$ cat config.mk
export PLATFORM = sky130hd
export DESIGN_NAME = log_record_stream_validator_core
export DESIGN_NICKNAME = d
export VERILOG_FILES = /design/src/rtl/core/lrsv_pkg.sv /design/src/rtl/core/lrsv_front.sv /design/src/rtl/core/lrsv_queue.sv /design/src/rtl/core/lrsv_back.sv /design/src/rtl/core/log_record_stream_validator_core.sv
export SDC_FILE = /design/constraint.sdc
export NUM_CORES = 2
export LEC_CHECK = 0
export BUFFER_PORTS_ARGS = -buffer_cell sky130_fd_sc_hd__buf_4
export CORE_MARGIN = 3
export CORE_UTILIZATION = 60
export CTS_BUF_LIST = sky130_fd_sc_hd__clkbuf_4
export DETAILED_ROUTE_END_ITERATION = 6
export PLACE_DENSITY = 0.88
export SLEW_MARGIN = 20
export SYNTH_ARGS = -nofsm -noshare
export SYNTH_HDL_FRONTEND = slang
export SYNTH_SLANG_ARGS = --single-unit
$ cat constraint.sdc
create_clock -name aclk -period 24.3 [get_ports aclk]
set_input_delay 3.645 -clock aclk [delete_from_list [all_inputs] [get_ports aclk]]
set_output_delay 3.645 -clock aclk [all_outputs]
set_load 0.03 [all_outputs]
$ cat src/rtl/core/lrsv_pkg.sv
// Shared types, constants and the CRC byte step for the log record stream validator.
`timescale 1ns / 1ps

package lrsv_pkg;

    localparam int OFFSET_BITS_DEFAULT = 32;
    localparam int QUEUE_DEPTH = 4;

    localparam logic [63:0] FILE_MAGIC   = 64'h4C41_5741_4C4C_4543;
    localparam logic [31:0] CRC_POLY     = 32'hEDB8_8320;
    localparam logic [31:0] CRC_ONES     = 32'hFFFF_FFFF;
    localparam logic [31:0] REC_HDR_LEN  = 32'd20;
    localparam int          FILE_HDR_LEN = 16;

    localparam logic KIND_REPORT  = 1'b0;
    localparam logic KIND_SUMMARY = 1'b1;

    // One queue entry holds everything that one input item causes.
    typedef struct packed {
        logic        has_report;
        logic [63:0] lsn;
        logic [31:0] start;
        logic [31:0] size;
        logic        has_summary;
        logic [31:0] vend;
        logic [31:0] trunc;
    } entry_t;

    typedef struct packed {
        logic full;
        logic empty;
    } queue_status_t;

    // Reflected CRC-32 update over one byte, one bit per step.
    function automatic logic [31:0] crc_byte(input logic [31:0] c, input logic [7:0] b);
        logic [31:0] x;
        x = c ^ {24'd0, b};
        for (int k = 0; k < 8; k++) begin
            x = x[0] ? (CRC_POLY ^ (x >> 1)) : (x >> 1);
        end
        return x;
    endfunction

endpackage

$ cat src/rtl/core/lrsv_front.sv
// Front end: takes bytes, tracks the scan state, checks headers and CRC, queues results.
`timescale 1ns / 1ps

module lrsv_front #(
    parameter int OFFSET_BITS = lrsv_pkg::OFFSET_BITS_DEFAULT
) (
    input  logic                    aclk,
    input  logic                    aresetn,
    input  logic                    cfg_valid,
    output logic                    cfg_ready,
    input  logic [31:0]             cfg_data,
    input  logic                    s_valid,
    output logic                    s_ready,
    input  logic [7:0]              s_data_byte,
    input  logic                    s_end_of_log,
    input  lrsv_pkg::queue_status_t q_status,
    output logic                    push,
    output lrsv_pkg::entry_t        push_entry
);

    localparam int SW = ((OFFSET_BITS > 32) ? OFFSET_BITS : 32) + 1;
    localparam logic [OFFSET_BITS-1:0] OFF_MAX = '1;

    typedef enum logic [4:0] {
        PH_FILE_HDR = 5'b00001,
        PH_HDR_SKIP = 5'b00010,
        PH_REC_HDR  = 5'b00100,
        PH_PAYLOAD  = 5'b01000,
        PH_STOPPED  = 5'b10000
    } phase_t;

    phase_t                 phase_reg, phase_next;
    logic [OFFSET_BITS-1:0] offset_reg, offset_next;
    logic [63:0]            header_reg, header_next;
    logic [31:0]            magic_reg, magic_next;
    logic [31:0]            size_reg, size_next;
    logic [31:0]            crc_hdr_reg, crc_hdr_next;
    logic [63:0]            lsn_reg, lsn_next;
    logic [31:0]            crc_reg, crc_next;
    logic [31:0]            count_reg, count_next;
    logic [OFFSET_BITS-1:0] begin_reg, begin_next;
    logic [OFFSET_BITS-1:0] good_reg, good_next;
    logic [31:0]            rec_magic_reg;

    logic                   accept;
    logic [OFFSET_BITS-1:0] pos;
    logic [31:0]            count_inc;
    logic [31:0]            crc_step;
    logic [SW-1:0]          end_sum;
    logic [OFFSET_BITS-1:0] rec_end;
    logic [OFFSET_BITS-1:0] trunc;
    logic [4:0]             lsn_lane;
    logic [63:0]            begin_wide;
    logic [63:0]            good_wide;
    logic [63:0]            trunc_wide;

    assign cfg_ready = 1'b1;
    assign s_ready   = !q_status.full;
    assign accept    = s_valid && s_ready;
    assign pos       = offset_reg;
    assign count_inc = count_reg + 32'd1;
    assign crc_step  = lrsv_pkg::crc_byte(crc_reg, s_data_byte);
    assign lsn_lane  = count_reg[4:0] - 5'd12;

    // Saturating end offset of the record that closes on this byte.
    assign end_sum = SW'(begin_reg) + SW'(size_reg);
    assign rec_end = (end_sum > SW'(OFF_MAX)) ? OFF_MAX : end_sum[OFFSET_BITS-1:0];

    assign begin_wide = 64'(begin_reg);

    always_comb begin
        phase_next   = phase_reg;
        offset_next  = (offset_reg == OFF_MAX) ? OFF_MAX : offset_reg + 1'b1;
        header_next  = header_reg;
        magic_next   = magic_reg;
        size_next    = size_reg;
        crc_hdr_next = crc_hdr_reg;
        lsn_next     = lsn_reg;
        crc_next     = crc_reg;
        count_next   = count_reg;
        begin_next   = begin_reg;
        good_next    = good_reg;
        trunc        = '0;
        good_wide    = '0;
        trunc_wide   = '0;

        push_entry             = '0;
        push_entry.lsn         = lsn_reg;
        push_entry.start       = begin_wide[31:0];
        push_entry.size        = size_reg;

        unique case (phase_reg)
            PH_FILE_HDR: begin
                header_next = header_reg | (64'(s_data_byte) << {pos[2:0], 3'b000});
                if (pos == OFFSET_BITS'(7)) begin
                    if (header_next == lrsv_pkg::FILE_MAGIC) begin
                        phase_next = PH_HDR_SKIP;
                    end else begin
                        // Those eight bytes were the first record's magic and size.
                        phase_next   = PH_REC_HDR;
                        magic_next   = header_next[31:0];
                        size_next    = header_next[63:32];
                        crc_hdr_next = '0;
                        lsn_next     = '0;
                        crc_next     = lrsv_pkg::CRC_ONES;
                        count_next   = 32'd8;
                        begin_next   = '0;
                    end
                end
            end
            PH_HDR_SKIP: begin
                if (pos >= OFFSET_BITS'(lrsv_pkg::FILE_HDR_LEN - 1)) begin
                    begin_next   = OFFSET_BITS'(lrsv_pkg::FILE_HDR_LEN);
                    good_next    = OFFSET_BITS'(lrsv_pkg::FILE_HDR_LEN);
                    phase_next   = PH_REC_HDR;
                    magic_next   = '0;
                    size_next    = '0;
                    crc_hdr_next = '0;
                    lsn_next     = '0;
                    crc_next     = lrsv_pkg::CRC_ONES;
                    count_next   = '0;
                end
            end
            PH_REC_HDR: begin
                if (count_reg < 32'd4) begin
                    magic_next = magic_reg | (32'(s_data_byte) << {count_reg[1:0], 3'b000});
                end else if (count_reg < 32'd8) begin
                    size_next = size_reg | (32'(s_data_byte) << {count_reg[1:0], 3'b000});
                end else if (count_reg < 32'd12) begin
                    crc_hdr_next = crc_hdr_reg
                                 | (32'(s_data_byte) << {count_reg[1:0], 3'b000});
                end else if (count_reg < lrsv_pkg::REC_HDR_LEN) begin
                    lsn_next = lsn_reg | (64'(s_data_byte) << {lsn_lane[2:0], 3'b000});
                end
                count_next = count_inc;
                if (count_inc >= lrsv_pkg::REC_HDR_LEN) begin
                    if (magic_reg != rec_magic_reg || size_reg <= lrsv_pkg::REC_HDR_LEN) begin
                        phase_next = PH_STOPPED;
                    end else begin
                        phase_next = PH_PAYLOAD;
                    end
                end
            end
            PH_PAYLOAD: begin
                crc_next   = crc_step;
                count_next = count_inc;
                if (count_inc == size_reg) begin
                    if ((crc_step ^ lrsv_pkg::CRC_ONES) == crc_hdr_reg) begin
                        push_entry.has_report = 1'b1;
                        good_next    = rec_end;
                        begin_next   = rec_end;
                        phase_next   = PH_REC_HDR;
                        magic_next   = '0;
                        size_next    = '0;
                        crc_hdr_next = '0;
                        lsn_next     = '0;
                        crc_next     = lrsv_pkg::CRC_ONES;
                        count_next   = '0;
                    end else begin
                        phase_next = PH_STOPPED;
                    end
                end
            end
            default: begin
                phase_next = PH_STOPPED;
            end
        endcase

        if (s_end_of_log) begin
            // The summary uses the file size and good end before the state clears.
            trunc      = (offset_next > good_next) ? (offset_next - good_next) : '0;
            good_wide  = 64'(good_next);
            trunc_wide = 64'(trunc);
            push_entry.has_summary = 1'b1;
            push_entry.vend        = good_wide[31:0];
            push_entry.trunc       = trunc_wide[31:0];
            // The next byte opens a new file.
            phase_next   = PH_FILE_HDR;
            offset_next  = '0;
            header_next  = '0;
            magic_next   = '0;
            size_next    = '0;
            crc_hdr_next = '0;
            lsn_next     = '0;
            crc_next     = lrsv_pkg::CRC_ONES;
            count_next   = '0;
            begin_next   = '0;
            good_next    = '0;
        end
    end

    assign push = accept && (push_entry.has_report || push_entry.has_summary);

    always_ff @(posedge aclk) begin
        if (!aresetn) begin
            phase_reg     <= PH_FILE_HDR;
            offset_reg    <= '0;
            header_reg    <= '0;
            magic_reg     <= '0;
            size_reg      <= '0;
            crc_hdr_reg   <= '0;
            lsn_reg       <= '0;
            crc_reg       <= lrsv_pkg::CRC_ONES;
            count_reg     <= '0;
            begin_reg     <= '0;
            good_reg      <= '0;
            rec_magic_reg <= '0;
        end else begin
            if (cfg_valid && cfg_ready) begin
                rec_magic_reg <= cfg_data;
            end
            if (accept) begin
                phase_reg   <= phase_next;
                offset_reg  <= offset_next;
                header_reg  <= header_next;
                magic_reg   <= magic_next;
                size_reg    <= size_next;
                crc_hdr_reg <= crc_hdr_next;
                lsn_reg     <= lsn_next;
                crc_reg     <= crc_next;
                count_reg   <= count_next;
                begin_reg   <= begin_next;
                good_reg    <= good_next;
            end
        end
    end

endmodule

$ cat src/rtl/core/lrsv_queue.sv
// Short FIFO of result entries between the front end and the output stage.
`timescale 1ns / 1ps

module lrsv_queue (
    input  logic                    aclk,
    input  logic                    aresetn,
    input  logic                    push,
    input  lrsv_pkg::entry_t        push_entry,
    input  logic                    pop,
    output lrsv_pkg::entry_t        head_entry,
    output lrsv_pkg::queue_status_t status
);

    localparam int DEPTH = lrsv_pkg::QUEUE_DEPTH;
    localparam int AW    = (DEPTH > 1) ? $clog2(DEPTH) : 1;
    localparam int CW    = $clog2(DEPTH + 1);

    lrsv_pkg::entry_t entry_reg [DEPTH];
    logic [AW-1:0]    wr_ptr_reg, wr_ptr_next;
    logic [AW-1:0]    rd_ptr_reg, rd_ptr_next;
    logic [CW-1:0]    fill_reg, fill_next;
    logic             do_push;
    logic             do_pop;

    assign status.full  = (fill_reg == CW'(DEPTH));
    assign status.empty = (fill_reg == '0);
    assign head_entry   = entry_reg[rd_ptr_reg];

    assign do_push = push && !status.full;
    assign do_pop  = pop && !status.empty;

    always_comb begin
        wr_ptr_next = wr_ptr_reg;
        rd_ptr_next = rd_ptr_reg;
        fill_next   = fill_reg;
        if (do_push) begin
            wr_ptr_next = (wr_ptr_reg == AW'(DEPTH - 1)) ? '0 : wr_ptr_reg + 1'b1;
        end
        if (do_pop) begin
            rd_ptr_next = (rd_ptr_reg == AW'(DEPTH - 1)) ? '0 : rd_ptr_reg + 1'b1;
        end
        if (do_push && !do_pop) begin
            fill_next = fill_reg + 1'b1;
        end else if (do_pop && !do_push) begin
            fill_next = fill_reg - 1'b1;
        end
    end

    always_ff @(posedge aclk) begin
        if (!aresetn) begin
            wr_ptr_reg <= '0;
            rd_ptr_reg <= '0;
            fill_reg   <= '0;
        end else begin
            wr_ptr_reg <= wr_ptr_next;
            rd_ptr_reg <= rd_ptr_next;
            fill_reg   <= fill_next;
        end
    end

    always_ff @(posedge aclk) begin
        if (do_push) begin
            entry_reg[wr_ptr_reg] <= push_entry;
        end
    end

endmodule

$ cat src/rtl/core/lrsv_back.sv
// Back end: turns queue entries into result items in an output register.
`timescale 1ns / 1ps

module lrsv_back (
    input  logic                    aclk,
    input  logic                    aresetn,
    input  lrsv_pkg::entry_t        head_entry,
    input  lrsv_pkg::queue_status_t q_status,
    output logic                    pop,
    output logic                    m_valid,
    input  logic                    m_ready,
    output logic                    m_result_kind,
    output logic [63:0]             m_record_lsn,
    output logic [31:0]             m_record_start,
    output logic [31:0]             m_record_size,
    output logic [31:0]             m_good_end,
    output logic [31:0]             m_truncated_bytes,
    output logic                    m_last_of_run
);

    logic        valid_reg, valid_next;
    logic        sent_reg, sent_next;
    logic        kind_reg, kind_next;
    logic [63:0] lsn_reg, lsn_next;
    logic [31:0] start_reg, start_next;
    logic [31:0] size_reg, size_next;
    logic [31:0] vend_reg, vend_next;
    logic [31:0] trunc_reg, trunc_next;
    logic        last_reg, last_next;
    logic        load;

    assign load = !q_status.empty && (!valid_reg || m_ready);

    always_comb begin
        valid_next = valid_reg && !m_ready;
        sent_next  = sent_reg;
        kind_next  = kind_reg;
        lsn_next   = lsn_reg;
        start_next = start_reg;
        size_next  = size_reg;
        vend_next  = vend_reg;
        trunc_next = trunc_reg;
        last_next  = last_reg;
        pop        = 1'b0;
        if (load) begin
            valid_next = 1'b1;
            if (head_entry.has_report && !sent_reg) begin
                kind_next  = lrsv_pkg::KIND_REPORT;
                lsn_next   = head_entry.lsn;
                start_next = head_entry.start;
                size_next  = head_entry.size;
                vend_next  = '0;
                trunc_next = '0;
                last_next  = !head_entry.has_summary;
                // A summary behind the report keeps the entry for one more item.
                sent_next  = head_entry.has_summary;
                pop        = !head_entry.has_summary;
            end else begin
                kind_next  = lrsv_pkg::KIND_SUMMARY;
                lsn_next   = '0;
                start_next = '0;
                size_next  = '0;
                vend_next  = head_entry.vend;
                trunc_next = head_entry.trunc;
                last_next  = 1'b1;
                sent_next  = 1'b0;
                pop        = 1'b1;
            end
        end
    end

    always_ff @(posedge aclk) begin
        if (!aresetn) begin
            valid_reg <= 1'b0;
            sent_reg  <= 1'b0;
        end else begin
            valid_reg <= valid_next;
            sent_reg  <= sent_next;
        end
    end

    always_ff @(posedge aclk) begin
        kind_reg  <= kind_next;
        lsn_reg   <= lsn_next;
        start_reg <= start_next;
        size_reg  <= size_next;
        vend_reg  <= vend_next;
        trunc_reg <= trunc_next;
        last_reg  <= last_next;
    end

    assign m_valid           = valid_reg;
    assign m_result_kind     = kind_reg;
    assign m_record_lsn      = lsn_reg;
    assign m_record_start    = start_reg;
    assign m_record_size     = size_reg;
    assign m_good_end        = vend_reg;
    assign m_truncated_bytes = trunc_reg;
    assign m_last_of_run     = last_reg;

endmodule

$ cat src/rtl/core/log_record_stream_validator_core.sv
// Top level of the log record stream validator: front end, result queue and output stage.
//
// The s_ channel takes one byte of a log file per item, s_end_of_log marking
// the final byte. The front end classifies every byte in the cycle it is
// accepted (file header check, record header capture, table-free CRC-32 byte
// step), so the block takes one byte per cycle while the result queue has room.
// Each good record yields a report on the m_ channel, and the final byte yields
// an end-of-file summary; m_last_of_run flags the last result of one byte.
// A result passes through the four-entry queue and then the output register
// after the byte that caused it. The output stage moves one result per cycle
// while the receiver is ready, so a byte that closes a record and the file yields two.
// When the receiver stalls, the queue fills and s_ready drops after four
// pending entries; bytes that cause no result pass freely until then.
// cfg_data writes the expected record magic and is always ready.
// Synchronous reset clears the scan state, the queue and the output register;
// the record magic returns to zero. After each summary the scan starts a new file.
`timescale 1ns / 1ps

module log_record_stream_validator_core #(
    parameter int OFFSET_BITS = lrsv_pkg::OFFSET_BITS_DEFAULT
) (
    input  logic        aclk,
    input  logic        aresetn,
    input  logic        cfg_valid,
    output logic        cfg_ready,
    input  logic [31:0] cfg_data,
    input  logic        s_valid,
    output logic        s_ready,
    input  logic [7:0]  s_data_byte,
    input  logic        s_end_of_log,
    output logic        m_valid,
    input  logic        m_ready,
    output logic        m_result_kind,
    output logic [63:0] m_record_lsn,
    output logic [31:0] m_record_start,
    output logic [31:0] m_record_size,
    output logic [31:0] m_good_end,
    output logic [31:0] m_truncated_bytes,
    output logic        m_last_of_run
);

    lrsv_pkg::queue_status_t q_status;
    lrsv_pkg::entry_t        push_entry;
    lrsv_pkg::entry_t        head_entry;
    logic                    push;
    logic                    pop;

    lrsv_front #(
        .OFFSET_BITS(OFFSET_BITS)
    ) u_front (
        .aclk        (aclk),
        .aresetn     (aresetn),
        .cfg_valid   (cfg_valid),
        .cfg_ready   (cfg_ready),
        .cfg_data    (cfg_data),
        .s_valid     (s_valid),
        .s_ready     (s_ready),
        .s_data_byte (s_data_byte),
        .s_end_of_log(s_end_of_log),
        .q_status    (q_status),
        .push        (push),
        .push_entry  (push_entry)
    );

    lrsv_queue u_queue (
        .aclk      (aclk),
        .aresetn   (aresetn),
        .push      (push),
        .push_entry(push_entry),
        .pop       (pop),
        .head_entry(head_entry),
        .status    (q_status)
    );

    lrsv_back u_back (
        .aclk             (aclk),
        .aresetn          (aresetn),
        .head_entry       (head_entry),
        .q_status         (q_status),
        .pop              (pop),
        .m_valid          (m_valid),
        .m_ready          (m_ready),
        .m_result_kind    (m_result_kind),
        .m_record_lsn     (m_record_lsn),
        .m_record_start   (m_record_start),
        .m_record_size    (m_record_size),
        .m_good_end       (m_good_end),
        .m_truncated_bytes(m_truncated_bytes),
        .m_last_of_run    (m_last_of_run)
    );

    // A summary always closes the run of results of its byte.
    a_summary_last: assert property (@(posedge aclk) disable iff (!aresetn)
        m_valid && (m_result_kind == lrsv_pkg::KIND_SUMMARY) |-> m_last_of_run)
        else $error("summary item without last_of_run");

    // A report that is not last is followed at once by its summary.
    a_report_then_summary: assert property (@(posedge aclk) disable iff (!aresetn)
        m_valid && m_ready && (m_result_kind == lrsv_pkg::KIND_REPORT) && !m_last_of_run
        |=> m_valid && (m_result_kind == lrsv_pkg::KIND_SUMMARY))
        else $error("report not followed by its summary");

    // Only records with a nonempty payload are reported.
    a_report_size: assert property (@(posedge aclk) disable iff (!aresetn)
        m_valid && (m_result_kind == lrsv_pkg::KIND_REPORT) |-> (m_record_size > 32'd20))
        else $error("report with record size below minimum");

    // A queued entry never sits behind an empty output register.
    a_queue_drains: assert property (@(posedge aclk) disable iff (!aresetn)
        !q_status.empty && !m_valid |-> pop || (head_entry.has_report && head_entry.has_summary))
        else $error("queue holds an entry while the output stage idles");

endmodule

# Word-level counts from Yosys, hierarchy flattened
# Memories as Yosys holds them, arrays and structs flattened. A register that Yosys moved wholly into a read port is not among the register bits.
# Index checks and enable logic that the tools add are counted.
dict set report totals {
  reg_bits 624
  ram_bits 776
  inputBits 46
  output_inout_bits 197
  word_cells 216
  n_memories 1
}
dict set report op_classes {
  add_sub_neg 9
  order_cmp 9
  eq_ne 26
  n_shift 3
  n_mux 95
  n_bitwise 15
  reduce_logical 34
}
# name words word_bits rd rd_ports_with_merged_regs wr line
set mem_list {}
lappend mem_list {u_queue.entry_reg 4 194 1 1 1 lrsv_queue.sv:18} ;# lrsv_pkg::entry_t entry_reg [DEPTH];
# op n
set ops {}
lappend ops {{32-bit two-way mux} 49}
lappend ops {{64-bit two-way mux} 12}
lappend ops {{32-bit case mux with 4 select lines} 4}
lappend ops {{64-bit case mux with 4 select lines} 1}
lappend ops {{32-bit case mux with 3 select lines} 2}
lappend ops {{64-bit bitwise OR} 2}
lappend ops {{8-bit by 6-bit << shifter with 64-bit output} 2}
lappend ops {{13-bit inverter with 14-bit output} 8}
lappend ops {{32-bit bitwise OR} 3}
lappend ops {{65-bit two-way mux} 1}
lappend ops {{32-bit by 1-bit adder with 32-bit output (second input constant)} 2}
lappend ops {{32-bit == test} 2}
lappend ops {{64-bit by 63-bit == test with 1-bit output (second input constant)} 1}
lappend ops {{32-bit by 4-bit < comparator with 1-bit output (second input constant)} 2}
lappend ops {{32-bit case mux with 2 select lines} 1}
lappend ops {{5-bit two-way mux} 7}
lappend ops {{32-bit by 32-bit adder with 33-bit output} 1}
lappend ops {{33-bit by 32-bit greater-than comparator with 1-bit output (second input constant)} 1}
lappend ops {{32-bit by 3-bit == test with 1-bit output (second input constant)} 1}
lappend ops {{32-bit == test (second input constant)} 1}
lappend ops {{32-bit by 4-bit greater-or-equal comparator with 1-bit output (second input constant)} 1}
lappend ops {{32-bit by 5-bit greater-or-equal comparator with 1-bit output (second input constant)} 1}
lappend ops {{32-bit greater-than comparator} 1}
lappend ops {{32-bit by 5-bit less-or-equal comparator with 1-bit output (second input constant)} 1}
lappend ops {{other kinds (37)} 84}

# Depth between registers and ports, before layout
dict set report depth {
  ltp_word 32
  mapped_depth 27
  ltp_nobuf 25
}

# By module
# Synthesis repeated with hierarchy kept, for this count alone.
dict set report hier_totals {
  hier_cells 4809
  area_unflattened_um2 62284.7
}
# module instances cells_per_inst area_each_um2 seq_area_each_um2
set by_module_without_submodules {}
lappend by_module_without_submodules {lrsv_queue 1 1065 28479.8 23482.5}
lappend by_module_without_submodules {lrsv_front 1 3325 26529.2 8428.1}
lappend by_module_without_submodules {lrsv_back 1 419 7275.7 5865.6}

# Least setup slack after synthesis
# OpenSTA, ideal clock, no wires.
dict set report synth_timing {
  path_kind {input to register}
  startpoint {input m_ready}
  endpoint {register u_queue.fill_reg[2]}
  setup_time_ns 0.070
  arrival_ns 15.781
  t_required_ns 24.230
  slack_ns 8.448
  cell_stages 9
  path_buffers 0
  path_cell_list {inv_1 a21oi_1 nand2_1 ha_1 inv_1 fa_1 xor2_1 or3_1 a21oi_1}
}
dict set report synth_via {
  elab_chain_cells 7
  word_cells_on_any_way 9
  classes_between {mux: 2; reduce/logical: 7}
}
# item line
set synth_rtl {}
lappend synth_rtl {{from (decl)} log_record_stream_validator_core.sv:32} ;# input logic m_ready,
lappend synth_rtl {{1-bit logical OR *} lrsv_back.sv:32} ;# assign load = !q_status.empty && (!valid_reg || m_ready);
lappend synth_rtl {{1-bit logical AND *} lrsv_back.sv:32}
lappend synth_rtl {{via u_back.load} lrsv_back.sv:30} ;# logic load;
lappend synth_rtl {{1-bit two-way mux *} lrsv_back.sv:45} ;# if (load) begin
lappend synth_rtl {{1-bit logical AND *} lrsv_queue.sv:30} ;# assign do_pop = pop && !status.empty;
lappend synth_rtl {{1-bit logical NOT} lrsv_queue.sv:42} ;# if (do_push && !do_pop) begin
lappend synth_rtl {{1-bit logical AND} lrsv_queue.sv:42}
lappend synth_rtl {{3-bit two-way mux or 2-bit nonzero test (tied branches)} --}
lappend synth_rtl {{to (signal assigned)} lrsv_queue.sv:57} ;# fill_reg <= fill_next;
lappend synth_rtl {{to (decl)} lrsv_queue.sv:21} ;# logic [CW-1:0] fill_reg, fill_next;
# Mark *: on every way through the listed nets, which the timed path passes. The rest lies on a longest branch.
# A chain may end at the register's enable or synchronous reset.

==> impl_results.md <==
- Post-route setup TNS: 0 ps
- Avg WL per Cell: 27.06 um
- Post-Synth Simple-Gate Area: 11.25%
- Total track usage: 33.90%
- Die extent in x: 327.4 um
- Clk Latency, worst-skew pair: 1240 ps
- Global placement routability congestion: around 1
- Number of vias per cell: 6.634
- Worst Skew: 124.0 ps
- Synth area leader: edfxtp_1
- Synthesized area per cell: 12.95 um^2
- Total wire length: 183800 um
- Async set-reset flop share out of synthesis: 0%
- Most frequent cells after synthesis: edfxtp_1, dfxtp_1, nor2_1
- Synth Register Bits: 1402
- Row count: 117
- P per Cell Area: between 90 and 100 nW/um^2
- Max clock buf depth: 4
- Number of port buffers: approximately 240
- Max cap viols: 0
- Sequential element share of the synthesized area: between 60% and 70%
- Peak supply drop: 0.08752 mV
- Post-synthesis xor/xnor area fraction: 4.403%
- Hpwl dp: 117900 um
- Worst relative slew slack: 15.24%
- Prevailing post-synth register cell: edfxtp_1
- Met2 WL post-DR: 86350 um
- Post-Route M1 WL: roughly 65000 um
- Share of cells above drive strength 1: 22.00%
- Top sig layer: met5
- Maximum clock frequency: 95.52 MHz
- Unrepaired setup endpoints after global routing: false
- DRT iter0 DRCs: approximately 6700
- Pins Over Slew Limit: 0
- Largest cells by area after synthesis: edfxtp_1, dfxtp_1, mux4_2
- Synth Warn #: 0
- CP max FO: 39
- CTS tree: yes
- Max reg flops: 776
- Most numerous cell in the Yosys netlist: edfxtp_1
- Core ar.: about 100000 um^2
- Status: finished clean
- Antenna violations before repair: 10
- Leak: 0.02554 uW
- Final hold viol count: 0
- Largest net degree at the start of global routing: 87
- Final period utilization: 43.08%
- Area fraction of the dominant cell type after synthesis: 46.99%
- Setup ws final: 13830 ps
- Synth Area in Compound Gates: 11.28%
- Post-route ant nets: 0
- Starting Density: about three fifths
- Adder-cell share of the synthesized area: 1.571%
- Post-Place Worst Slack: 12820 ps
- DRT Pass-1 Iters: 7
- Mux share of post-synthesis cell area: 8.153%
- Hold Buf Count CTS: 0
- Post CTS Setup Buffer Count: 0
- Hold WC Path Type: reg -> reg
- Die Area: ~110000 um^2
- Crit path time final: roughly 10000 ps
- Overflow after GRT: 0
- Routed vias: 45070
- Synth Instances: roughly 4800
- Crit Path Class: in -> reg
- Clk pin slew, worst setup/hold paths: 70 ps
- First-pass GRT wire length: 273700 um
- CP Data Arrival Time: around 11000 ps
- DR DRC count: 0
- Main combinational cell family by area after synthesis: compound AO/OA/AOI/OAI gates
- Sink Count: between 1000 and 1500
- Worst-Margin Slew: 1254 ps
- CP endpoint kind: flip-flop
- Synthesized cell area: 61980 um^2
- DIE HEIGHT: 327.4 um
- Total CTS buffers: between 300 and 400
- Clk root buf: clkbuf_4
- Io pins: ~240
- Post-synthesis cell type count: 90
- Startpoint types: input pin
- Vias in the first global route: 44210
- Post-synth EDFFs: 970
- Req. time, crit path: 25220 ps
- Area delta synth->final: 12.49%
- Met3 routed WL: about 21000 um
- Final Non-Filler Cells: 6794
- Final setup fails: 0
- Design Power: roughly 6700 uW
- H-tree lvl count: 5
- Syn Nets: 4908
- Post-cts repair resize count: 0
- Fin nets: ~5300
- Placed cell count: roughly 6200
## report_power, final
group / switching, uW / internal [uW]
Sequential: 117 / 2900
Clock: 943 / 1070
Combinational: 1070 / 613
## final timing paths
| path | startpoint | end | slack, ps | cells past startpoint |
|---|---|---|---|---|
| hold reg to reg | u_front.begin_reg[7]$_SDFFE_PN0P_ | u_queue.entry_reg[3][104]$_DFFE_PP_ | 460 | 0 |
| hold / removal | u_front.begin_reg[7]$_SDFFE_PN0P_ | u_queue.entry_reg[3][104]$_DFFE_PP_ | 460 | 0 |
| setup / recovery | s_data_byte[3] | u_queue.entry_reg[3][29]$_DFFE_PP_ | 13830 | 25 |
| setup reg to reg | u_front.count_reg[0]$_SDFFE_PN0P_ | u_queue.entry_reg[3][29]$_DFFE_PP_ | 14740 | 25 |
## worst max-delay path, stage by stage
cell and delay (ps):
buf_4 220, xnor2_4 550, xnor2_4 250, xnor3_1 410, nor2b_1 160, or3_1 400
nor4_1 670, nand3_1 450, nor3_2 250, buf_4 440, o21ai_2 110, buf_4 260
a22oi_1 230, ha_1 310, nor2b_1 170, o21ai_0 220, a21oi_1 130, o31ai_1 340
a31oi_1 200, or4_1 470, nand3_1 120, and2_1 590, buf_4 380, nor2_1 70
mux2_2 290
## placed cells by master, fill, tap and decap left out, types with 19 or more instances in the layout
| master | count |
|---|---|
| a211oi_1 | 19 |
| a21o_1 | 41 |
| a21oi_1 | 338 |
| a22o_1 | 70 |
| a22oi_1 | 77 |
| a31oi_1 | 81 |
| a41o_1 | 30 |
| and2_1 | 241 |
| and3_1 | 57 |
| buf_4 | 347 |
| clkbuf_4 | 527 |
| clkinv_1 | 68 |
| dfxtp_1 | 428 |
| edfxtp_1 | 970 |
| ha_1 | 73 |
| inv_1 | 51 |
| mux2i_1 | 65 |
| mux4_2 | 193 |
| nand2_1 | 181 |
| nand2b_1 | 35 |
| nand3_1 | 71 |
| nand4_1 | 60 |
| nor2_1 | 411 |
| nor2b_1 | 32 |
| nor3_1 | 73 |
| nor4_1 | 61 |
| o21ai_0 | 151 |
| o221a_2 | 24 |
| o22ai_1 | 33 |
| xnor2_1 | 147 |
| xnor3_1 | 20 |
| xor2_1 | 74 |
## metal layers
layer	up-vias	global-route usage (%)
met2	3376	53.27
met5	-	0
met3	770	9.089
li1	19290	-
met1	21630	42.57
met4	6	19.83
## stage by stage
step	instance area, um^2	util [%]	hold WS [ps]
global placement	65190	63.80	458.7
detailed placement	65190	63.80	476.1
global route	69720	68.23	476.0
floorplan	61980	-	438.5
finish	69720	68.23	464.8
CTS	69690	68.20	458.3
## logic make-up (layout without fill, tap and decap cells)
group                      count (synthesis)  in the layout
other                                      1              5
xor gates and xnor gates                 257            257
buffers and inverters                    377           1013
adders and majority gates                 76             76
and+or+nand+nor                         1356           1356
DFF                                     1402           1402
muxes                                    263            263
AOI/OAI and AO/OA                       1054           1054
## area by class of cell
cell class | count | area [um^2]
Clock inverter | 87 | 548.0
Sequential cell | 1402 | 37790
Clock buffer | 527 | 3956
Inverter | 52 | 197.7
Tap cell | 1368 | 1712
Timing Repair Buffer | 347 | 2605
Multi-Input combinational cell | 3007 | 22910
Antenna cell | 4 | 10.01
Fill cell | 6823 | 32460
Power figures use the tool's default switching activity.
